## config.mk

```make
export PLATFORM = sky130hd
export DESIGN_NAME = nearest_centroid_classifier_top
export DESIGN_NICKNAME = d
export VERILOG_FILES = /design/src/design/ncc_pkg.sv /design/src/design/ncc_dpath.sv /design/src/design/ncc_ctrl.sv /design/src/design/nearest_centroid_classifier_top.sv
export SDC_FILE = /design/constraint.sdc
export NUM_CORES = 2
export LEC_CHECK = 0
export BUFFER_PORTS_ARGS = -buffer_cell sky130_fd_sc_hd__buf_4
export CAP_MARGIN = 20
export CORE_MARGIN = 3
export CORE_UTILIZATION = 55
export DETAILED_ROUTE_END_ITERATION = 8
export PLACE_DENSITY = 0.74
export SLEW_MARGIN = 10
export SYNTH_ARGS = -nofsm -noshare
export SYNTH_HDL_FRONTEND = slang
export SYNTH_SLANG_ARGS = --single-unit
```

## constraint.sdc

```tcl
create_clock -name i_clk -period 15.5 [get_ports i_clk]
set_input_delay 0.775 -clock i_clk [delete_from_list [all_inputs] [get_ports i_clk]]
set_output_delay 0.775 -clock i_clk [all_outputs]
set_load 0.01 [all_outputs]
```

## src/design/ncc_pkg.sv

```systemverilog
// shared constants, codes and control types for the nearest centroid classifier
// no dependencies; used by ncc_ctrl, ncc_dpath and nearest_centroid_classifier_top

package ncc_pkg;

    localparam int MAX_CLASSES_DEF    = 16;
    localparam int MAX_COMPONENTS_DEF = 4;
    localparam int SAMPLE_BITS_DEF    = 16;

    localparam int FIELD_W     = 16;
    localparam int IN_COMPS    = 4;
    localparam int LABEL_W     = 4;
    localparam int INDEX_W     = 4;
    localparam int CFG_INDEX_W = 2;
    localparam int CFG_DATA_W  = 5;
    localparam int CLASS_CNT_W = 5;
    localparam int COMP_CNT_W  = 3;

    localparam logic [COMP_CNT_W-1:0] COMP_CNT_RESET = 3'd4;

    localparam logic OP_CLASSIFY = 1'b0;
    localparam logic OP_LOAD     = 1'b1;

    localparam logic [CFG_INDEX_W-1:0] CFG_CLASS_COUNT = 2'd0;
    localparam logic [CFG_INDEX_W-1:0] CFG_COMP_COUNT  = 2'd1;

    typedef struct packed {
        logic start;
        logic load;
        logic issue;
        logic result;
    } t_cmd;

    typedef struct packed {
        logic busy;
    } t_status;

endpackage

```

## src/design/ncc_dpath.sv

```systemverilog
// datapath: centroid memory, distance pipeline and running minimum
// depends on ncc_pkg; driven by ncc_ctrl through t_cmd, read address and component count

module ncc_dpath #(
    parameter int MAX_CLASSES    = ncc_pkg::MAX_CLASSES_DEF,
    parameter int MAX_COMPONENTS = ncc_pkg::MAX_COMPONENTS_DEF,
    parameter int SAMPLE_BITS    = ncc_pkg::SAMPLE_BITS_DEF,
    parameter int AW             = (MAX_CLASSES > 1) ? $clog2(MAX_CLASSES) : 1,
    parameter int CMP_W          = $clog2(MAX_COMPONENTS + 1)
) (
    input  logic                                  i_clk,
    input  logic                                  i_rst_n,
    input  ncc_pkg::t_cmd                         i_cmd,
    input  logic [AW-1:0]                         i_rd_addr,
    input  logic [CMP_W-1:0]                      i_comps,
    input  logic [ncc_pkg::INDEX_W-1:0]           i_class_index,
    input  logic signed [ncc_pkg::FIELD_W-1:0]    i_comp0,
    input  logic signed [ncc_pkg::FIELD_W-1:0]    i_comp1,
    input  logic signed [ncc_pkg::FIELD_W-1:0]    i_comp2,
    input  logic signed [ncc_pkg::FIELD_W-1:0]    i_comp3,
    output ncc_pkg::t_status                      o_stat,
    output logic [ncc_pkg::LABEL_W-1:0]           o_class_label
);

    localparam int EFF_W = (SAMPLE_BITS < ncc_pkg::FIELD_W) ? SAMPLE_BITS : ncc_pkg::FIELD_W;
    localparam int SQ_W  = 2 * EFF_W;
    localparam int SUM_W = SQ_W + $clog2(MAX_COMPONENTS + 1);
    localparam int VEC_W = MAX_COMPONENTS * EFF_W;

    logic signed [ncc_pkg::FIELD_W-1:0] w_in [ncc_pkg::IN_COMPS];
    logic [VEC_W-1:0]                   w_vec;
    logic                               w_load_ok;

    logic [VEC_W-1:0]    r_mem [MAX_CLASSES];
    logic [VEC_W-1:0]    r_pix;
    logic [VEC_W-1:0]    r_rd;
    logic                r_s1_valid;
    logic [AW-1:0]       r_s1_idx;
    logic [SQ_W-1:0]     r_sq [MAX_COMPONENTS];
    logic                r_s2_valid;
    logic [AW-1:0]       r_s2_idx;
    logic [SUM_W-1:0]    r_sum;
    logic                r_s3_valid;
    logic [AW-1:0]       r_s3_idx;
    logic [SUM_W-1:0]    r_best_d;
    logic [AW-1:0]       r_best_idx;
    logic                r_first;
    logic [ncc_pkg::LABEL_W-1:0] r_label;

    logic [SQ_W-1:0]     n_sq [MAX_COMPONENTS];
    logic [SUM_W-1:0]    n_sum;

    assign w_in[0] = i_comp0;
    assign w_in[1] = i_comp1;
    assign w_in[2] = i_comp2;
    assign w_in[3] = i_comp3;

    // low sample bits of each field; components past the input fields are zero
    for (genvar j = 0; j < MAX_COMPONENTS; j++) begin : g_vec
        if (j < ncc_pkg::IN_COMPS) begin : g_used
            assign w_vec[j*EFF_W +: EFF_W] = w_in[j][EFF_W-1:0];
        end else begin : g_zero
            assign w_vec[j*EFF_W +: EFF_W] = '0;
        end
    end

    assign w_load_ok = (32'(i_class_index) < MAX_CLASSES);

    always_ff @(posedge i_clk) begin
        if (i_cmd.load && w_load_ok) begin
            r_mem[AW'(i_class_index)] <= w_vec;
        end
        r_rd <= r_mem[i_rd_addr];
    end

    // squared difference per component, masked by the active component count
    always_comb begin
        logic signed [EFF_W:0] d;
        logic [EFF_W:0]        m;
        for (int j = 0; j < MAX_COMPONENTS; j++) begin
            d = $signed({r_pix[j*EFF_W + EFF_W - 1], r_pix[j*EFF_W +: EFF_W]})
              - $signed({r_rd[j*EFF_W + EFF_W - 1], r_rd[j*EFF_W +: EFF_W]});
            m = d[EFF_W] ? (EFF_W + 1)'(-d) : (EFF_W + 1)'(d);
            if (CMP_W'(j) < i_comps) begin
                n_sq[j] = m[EFF_W-1:0] * m[EFF_W-1:0];
            end else begin
                n_sq[j] = '0;
            end
        end
    end

    always_comb begin
        n_sum = '0;
        for (int j = 0; j < MAX_COMPONENTS; j++) begin
            n_sum = n_sum + SUM_W'(r_sq[j]);
        end
    end

    always_ff @(posedge i_clk) begin
        if (i_cmd.start) begin
            r_pix <= w_vec;
        end
        r_s1_idx <= i_rd_addr;
        for (int j = 0; j < MAX_COMPONENTS; j++) begin
            r_sq[j] <= n_sq[j];
        end
        r_s2_idx <= r_s1_idx;
        r_sum    <= n_sum;
        r_s3_idx <= r_s2_idx;
        if (i_cmd.result) begin
            r_label <= ncc_pkg::LABEL_W'(r_best_idx);
        end
    end

    always_ff @(posedge i_clk) begin
        if (!i_rst_n) begin
            r_s1_valid <= 1'b0;
            r_s2_valid <= 1'b0;
            r_s3_valid <= 1'b0;
            r_first    <= 1'b1;
            r_best_idx <= '0;
            r_best_d   <= '0;
        end else begin
            r_s1_valid <= i_cmd.issue;
            r_s2_valid <= r_s1_valid;
            r_s3_valid <= r_s2_valid;
            if (i_cmd.start) begin
                r_first    <= 1'b1;
                r_best_idx <= '0;
            end else if (r_s3_valid && (r_first || (r_sum < r_best_d))) begin
                // strict less keeps the lower label on a tie
                r_first    <= 1'b0;
                r_best_d   <= r_sum;
                r_best_idx <= r_s3_idx;
            end
        end
    end

    assign o_stat.busy   = r_s1_valid | r_s2_valid | r_s3_valid;
    assign o_class_label = r_label;

endmodule

```

## src/design/ncc_ctrl.sv

```systemverilog
// controller: configuration registers, request handshakes and class sweep sequencer
// depends on ncc_pkg; commands ncc_dpath through t_cmd, reads t_status back

module ncc_ctrl #(
    parameter int MAX_CLASSES    = ncc_pkg::MAX_CLASSES_DEF,
    parameter int MAX_COMPONENTS = ncc_pkg::MAX_COMPONENTS_DEF,
    parameter int AW             = (MAX_CLASSES > 1) ? $clog2(MAX_CLASSES) : 1,
    parameter int CMP_W          = $clog2(MAX_COMPONENTS + 1)
) (
    input  logic                                i_clk,
    input  logic                                i_rst_n,
    input  logic                                i_in_valid,
    output logic                                o_in_ready,
    input  logic                                i_operation,
    output logic                                o_out_valid,
    input  logic                                i_out_ready,
    input  logic                                i_cfg_valid,
    output logic                                o_cfg_ready,
    input  logic [ncc_pkg::CFG_INDEX_W-1:0]     i_cfg_index,
    input  logic [ncc_pkg::CFG_DATA_W-1:0]      i_cfg_data,
    input  ncc_pkg::t_status                    i_stat,
    output ncc_pkg::t_cmd                       o_cmd,
    output logic [AW-1:0]                       o_rd_addr,
    output logic [CMP_W-1:0]                    o_comps
);

    localparam int CNT_W = $clog2(MAX_CLASSES + 1);

    typedef enum logic [1:0] {
        ST_IDLE,
        ST_RUN,
        ST_DRAIN
    } t_state;

    t_state                                r_state, n_state;
    logic [AW-1:0]                         r_k, n_k;
    logic                                  r_out_valid, n_out_valid;
    logic [ncc_pkg::CLASS_CNT_W-1:0]       r_class_count, n_class_count;
    logic [ncc_pkg::COMP_CNT_W-1:0]        r_comp_count, n_comp_count;
    logic [CNT_W-1:0]                      w_n;
    logic                                  w_in_acc;
    logic                                  w_slot_free;

    assign w_n = (32'(r_class_count) > MAX_CLASSES) ? CNT_W'(MAX_CLASSES)
                                                    : CNT_W'(r_class_count);
    assign o_comps = (32'(r_comp_count) > MAX_COMPONENTS) ? CMP_W'(MAX_COMPONENTS)
                                                          : CMP_W'(r_comp_count);

    assign o_in_ready  = (r_state == ST_IDLE);
    assign w_in_acc    = i_in_valid & o_in_ready;
    assign w_slot_free = !r_out_valid || i_out_ready;
    assign o_cfg_ready = 1'b1;
    assign o_out_valid = r_out_valid;
    assign o_rd_addr   = r_k;

    always_comb begin
        n_state       = r_state;
        n_k           = r_k;
        n_out_valid   = r_out_valid && !i_out_ready;
        n_class_count = r_class_count;
        n_comp_count  = r_comp_count;
        o_cmd         = '0;

        if (i_cfg_valid) begin
            unique case (i_cfg_index)
                ncc_pkg::CFG_CLASS_COUNT: n_class_count = i_cfg_data[ncc_pkg::CLASS_CNT_W-1:0];
                ncc_pkg::CFG_COMP_COUNT:  n_comp_count  = i_cfg_data[ncc_pkg::COMP_CNT_W-1:0];
                default: ;
            endcase
        end

        unique case (r_state)
            ST_IDLE: begin
                if (w_in_acc) begin
                    if (i_operation == ncc_pkg::OP_LOAD) begin
                        o_cmd.load = 1'b1;
                    end else begin
                        o_cmd.start = 1'b1;
                        n_k         = '0;
                        n_state     = (w_n == '0) ? ST_DRAIN : ST_RUN;
                    end
                end
            end
            ST_RUN: begin
                o_cmd.issue = 1'b1;
                if (CNT_W'(r_k) == w_n - CNT_W'(1)) begin
                    n_state = ST_DRAIN;
                end else begin
                    n_k = r_k + AW'(1);
                end
            end
            ST_DRAIN: begin
                if (!i_stat.busy && w_slot_free) begin
                    o_cmd.result = 1'b1;
                    n_out_valid  = 1'b1;
                    n_state      = ST_IDLE;
                end
            end
            default: n_state = ST_IDLE;
        endcase
    end

    always_ff @(posedge i_clk) begin
        if (!i_rst_n) begin
            r_state       <= ST_IDLE;
            r_k           <= '0;
            r_out_valid   <= 1'b0;
            r_class_count <= '0;
            r_comp_count  <= ncc_pkg::COMP_CNT_RESET;
        end else begin
            r_state       <= n_state;
            r_k           <= n_k;
            r_out_valid   <= n_out_valid;
            r_class_count <= n_class_count;
            r_comp_count  <= n_comp_count;
        end
    end

    a_start_idle: assert property (@(posedge i_clk) disable iff (!i_rst_n)
        o_cmd.start |-> !i_stat.busy)
        else $error("new request started while distance pipeline busy");

    a_run_end: assert property (@(posedge i_clk) disable iff (!i_rst_n)
        (r_state == ST_RUN && CNT_W'(r_k) == w_n - CNT_W'(1)) |=> r_state == ST_DRAIN)
        else $error("class sweep did not stop at last class");

    a_result_out: assert property (@(posedge i_clk) disable iff (!i_rst_n)
        o_cmd.result |=> (r_out_valid && r_state == ST_IDLE))
        else $error("result not presented after sweep");

endmodule

```

## src/design/nearest_centroid_classifier_top.sv

```systemverilog
// top level of the nearest centroid classifier
// depends on ncc_pkg, ncc_ctrl and ncc_dpath
//
// channel   direction  handshake                   payload
// in        request    i_in_valid / o_in_ready     i_operation i_class_index i_comp0..3
// out       result     o_out_valid / i_out_ready   o_class_label
// cfg       write      i_cfg_valid / o_cfg_ready   i_cfg_index i_cfg_data
//
// a load request writes the centroid memory when it is accepted; a classify request sweeps
// the first n classes, n the saturated class count, with one centroid memory read per cycle
// feeding a three-stage distance pipeline (registered read, squares, sum) and a compare
// the result register lets a new request in while the last label waits on out
// synchronous active-low reset; the centroid memory has no reset and no clearing pass

module nearest_centroid_classifier_top #(
    parameter int MAX_CLASSES    = ncc_pkg::MAX_CLASSES_DEF,
    parameter int MAX_COMPONENTS = ncc_pkg::MAX_COMPONENTS_DEF,
    parameter int SAMPLE_BITS    = ncc_pkg::SAMPLE_BITS_DEF
) (
    input  logic                                i_clk,
    input  logic                                i_rst_n,
    input  logic                                i_in_valid,
    output logic                                o_in_ready,
    input  logic                                i_operation,
    input  logic [ncc_pkg::INDEX_W-1:0]         i_class_index,
    input  logic signed [ncc_pkg::FIELD_W-1:0]  i_comp0,
    input  logic signed [ncc_pkg::FIELD_W-1:0]  i_comp1,
    input  logic signed [ncc_pkg::FIELD_W-1:0]  i_comp2,
    input  logic signed [ncc_pkg::FIELD_W-1:0]  i_comp3,
    output logic                                o_out_valid,
    input  logic                                i_out_ready,
    output logic [ncc_pkg::LABEL_W-1:0]         o_class_label,
    input  logic                                i_cfg_valid,
    output logic                                o_cfg_ready,
    input  logic [ncc_pkg::CFG_INDEX_W-1:0]     i_cfg_index,
    input  logic [ncc_pkg::CFG_DATA_W-1:0]      i_cfg_data
);

    localparam int AW    = (MAX_CLASSES > 1) ? $clog2(MAX_CLASSES) : 1;
    localparam int CMP_W = $clog2(MAX_COMPONENTS + 1);

    ncc_pkg::t_cmd    w_cmd;
    ncc_pkg::t_status w_stat;
    logic [AW-1:0]    w_rd_addr;
    logic [CMP_W-1:0] w_comps;

    ncc_ctrl #(
        .MAX_CLASSES    (MAX_CLASSES),
        .MAX_COMPONENTS (MAX_COMPONENTS),
        .AW             (AW),
        .CMP_W          (CMP_W)
    ) u_ctrl (
        .i_clk       (i_clk),
        .i_rst_n     (i_rst_n),
        .i_in_valid  (i_in_valid),
        .o_in_ready  (o_in_ready),
        .i_operation (i_operation),
        .o_out_valid (o_out_valid),
        .i_out_ready (i_out_ready),
        .i_cfg_valid (i_cfg_valid),
        .o_cfg_ready (o_cfg_ready),
        .i_cfg_index (i_cfg_index),
        .i_cfg_data  (i_cfg_data),
        .i_stat      (w_stat),
        .o_cmd       (w_cmd),
        .o_rd_addr   (w_rd_addr),
        .o_comps     (w_comps)
    );

    ncc_dpath #(
        .MAX_CLASSES    (MAX_CLASSES),
        .MAX_COMPONENTS (MAX_COMPONENTS),
        .SAMPLE_BITS    (SAMPLE_BITS),
        .AW             (AW),
        .CMP_W          (CMP_W)
    ) u_dpath (
        .i_clk         (i_clk),
        .i_rst_n       (i_rst_n),
        .i_cmd         (w_cmd),
        .i_rd_addr     (w_rd_addr),
        .i_comps       (w_comps),
        .i_class_index (i_class_index),
        .i_comp0       (i_comp0),
        .i_comp1       (i_comp1),
        .i_comp2       (i_comp2),
        .i_comp3       (i_comp3),
        .o_stat        (w_stat),
        .o_class_label (o_class_label)
    );

endmodule

```

==> results.md <==
* Std cell rows at 143
* DRT Pass-1 Iters at 5
* Design Area, Final at 93200 sq um
* Setup TNS at 0 ns
* Reg2Reg Depth at 36
* Data arrival time of the critical path at 11.54 ns
* Largest net degree at the start of global routing at 139
* Max-cap violation count at 0
* Final Max Slew Viols at 0
* Critical-path top delay cell: mux2i_1
* Setup crit end kind: flip-flop
* Post-CTS setup buffer count at 0
* Violation count after the first detailed-route iteration at 4341
* Hold Path Depth at 3
* Worst slack on hold paths at 0.262 ns
* Clock buffer depth at 3
* Syn Area/Cell at 12.8 sq um
* Dpl cell area at 88400 sq um
* Status: finished clean
* Nets at 8092
* Commonest cells after routing, fill and taps aside: inv_1, edfxtp_1, fa_1
* Post-synthesis sequential area ratio at 0.454
* Cell variety after synth at 92
* Wire length per cell at 22.0 microns
* Syn_nets at 7942
* Post-Synthesis Cells at 6630
* Buffers on Ports at 86
* Post-CTS Resized at 0
* Core footprint at 153000 sq um
* Post-route ant nets at 0
* Worst Setup Path Type: reg2reg
* Clock transition at path regs at 0.06 ns
* F_max at 92.0 MHz
* Share of cells above drive strength 1 at 0.114
* Final period util at 0.702
* Initial antenna violation count at 13
* Via count at 51100
* Number of synthesized flops with an enable pin at 1092
* Skew-Pair Late Insertion Delay at 0.78 ns
* Vias in the first global route at 53600
* Area grow syn2layout at 9.67%
* Hold buffers post-CTS at 0
* Fin. Hold Viols at 0
* Most common cell after layout, fill and taps aside: inv_1
* Crit-path most repeated cell: fa_1
* Die area at 159000 sq um
* Top_reg_cell synth: edfxtp_1
* Pre-CTS setup slack at 4.48 ns
* Tightest Pin Transition at 1.17 ns
* Synth Cell Area at 85000 sq um
* RSZ-0062 raised after global routing: false
* HPWL Detailed at 133 mm
* Num ports at 88
* Asr flop ratio synth at 0
* Yosys reg bits at 1383
* Root buffer cell: clkbuf_16
* CP required at 16.16 ns
* Gpl congestion at 0.906
* Tot GR Track Use at 0.254
* H-tree depth at 4
* Drt drc at 0
* Yosys Warn Count at 0
* CTS Buf Count at 141
* Clock skew at 0.0320 ns
* Slew margin rel. at 0.216
* Worst Slack Setup Final at 4.63 ns
* CTS tree: done
* Setup violators final at 0
* Tmin final at 10.87 ns
* Hold/Removal Path Class: in2reg
* Via/cell ratio at 5.72
* Die Ht at 399 microns
* Starting Density at 0.556
* Die Width at 399 microns
* Crit Path Max Fanout at 13
* First-pass GRT wire length at 308 mm
* Clock sinks at 1383
* Largest stage delay, worst path at 0.74 ns
* Startpoint class of the critical path: flip-flop
* Gr ovfl total at 0
* Fill cells at 11600
* Routed wire length at 197 mm
-- cells in the mapped netlist (all sizes together) (7+ instances only) --
cell type | number | share of area
or3 | 26 | 0.0019
a21o | 120 | 0.011
a21boi | 7 | 0.00062
edfxtp | 1092 | 0.39
a21oi | 176 | 0.010
nand4 | 19 | 0.0014
dfxtp | 291 | 0.069
nand3 | 51 | 0.0030
mux2i | 53 | 0.0062
nand2b | 85 | 0.0063
xor2 | 107 | 0.011
nor3b | 11 | 0.00097
o31ai | 15 | 0.0013
o21a | 51 | 0.0045
a211oi | 19 | 0.0017
o211ai | 12 | 0.0011
a2111oi | 9 | 0.0010
o21bai | 27 | 0.0024
nor2b | 51 | 0.0038
xnor2 | 160 | 0.017
a31oi | 21 | 0.0016
a311oi | 9 | 0.0010
nor4 | 9 | 0.00091
clkinv | 17 | 0.00075
ha | 545 | 0.080
buf | 47 | 0.0024
and3 | 21 | 0.0015
and2 | 45 | 0.0033
o31a | 11 | 0.0011
inv | 1221 | 0.054
nor3 | 64 | 0.0038
o21ai | 100 | 0.0059
clkbuf | 119 | 0.0053
a211o | 7 | 0.00072
fa | 686 | 0.16
nand2 | 372 | 0.016
nor2 | 502 | 0.022
o22ai | 7 | 0.00052
or2 | 27 | 0.0020
mux4 | 320 | 0.085
-- final timing paths --
kind              slack [ns]           startpoint                 endpoint
hold / removal          0.26        i_cfg_data[3]  u_ctrl.r_class_count[3]
setup reg to reg        4.63    u_dpath.r_pix[48]      u_dpath.r_sq[3][30]
hold reg to reg         0.32  u_dpath.r_s2_idx[2]      u_dpath.r_s3_idx[2]
setup / recovery        4.63    u_dpath.r_pix[48]      u_dpath.r_sq[3][30]
-- final cells by class --
cell class                 instances  area, sq um  share of cell area
tap                             2030         2540              0.0272
clock buffer                     193         3950              0.0423
multi-input combinational       3843        41200               0.442
sequential                      1383        38600               0.414
antenna                           10         25.0            0.000268
timing repair buffer             173         1340              0.0144
inverter                        1238         4650              0.0499
clock inverter                    68          865             0.00928
-- stage by stage --
| stage | utilization | std cells |
|---|---|---|
| floorplan | - | 6630 |
| global placement | 0.578 | 8663 |
| detailed placement | 0.578 | 8665 |
| CTS | 0.610 | 8926 |
| global route | 0.610 | 8933 |
| finish | 0.610 | 8938 |
-- kinds of logic (layout without fill, tap and decap cells) --
| kind of cell | after synthesis | in the layout | share of synthesized area |
|---|---|---|---|
| flops | 1383 | 1383 | 0.454 |
| mux | 378 | 378 | 0.0917 |
| fa+ha+maj | 1231 | 1231 | 0.242 |
| compound gates | 654 | 654 | 0.0515 |
| simple gates | 1312 | 1312 | 0.0704 |
| xor+xnor | 267 | 267 | 0.0279 |
| buf+inv | 1404 | 1672 | 0.0623 |
| other cells | 1 | 11 | 0.0000441 |
-- critical path, delay by kind of cell, from the launching register on --
family | cells | cell delay (ns)
AO/OA/AOI/OAI | 12 | 3.22
XOR/XNOR | 2 | 0.74
adder cells (fa/ha/maj) | 9 | 3.98
buffers and inverters | 7 | 0.86
AND/OR/NAND/NOR | 5 | 0.87
multiplexers | 1 | 0.74
flip-flops | 1 | 0.32
-- metal layers --
layer  up-vias  track usage  wire length [microns]
li1      22900            -                      -
met5         -            0                     27
met4         4       0.0865                   6110
met3       332       0.0532                  15800
met1     25900        0.341                  79200
met2      1971        0.415                  95900
-- registers in the layout, summed over array words and instances (netlist names) --
register               count
u_dpath.r_s3_idx           4
u_dpath.r_mem           1024
u_dpath.r_best_d          34
u_dpath.r_first            1
u_ctrl.r_state             2
u_dpath.r_sq             124
u_dpath.r_sum             34
u_ctrl.o_out_valid         1
u_dpath.o_class_label      4
u_ctrl.o_rd_addr           4
u_dpath.r_s1_valid         1
u_ctrl.r_class_count       5
u_dpath.r_pix             64
u_dpath.r_rd              64
u_dpath.r_s2_idx           4
u_dpath.r_best_idx         4
u_ctrl.r_comp_count        3
u_dpath.r_s3_valid         1
u_dpath.r_s2_valid         1
u_dpath.r_s1_idx           4
Power is not shown: default switching activity piles up to over one toggle a cycle in this logic, so the estimate is an artifact.
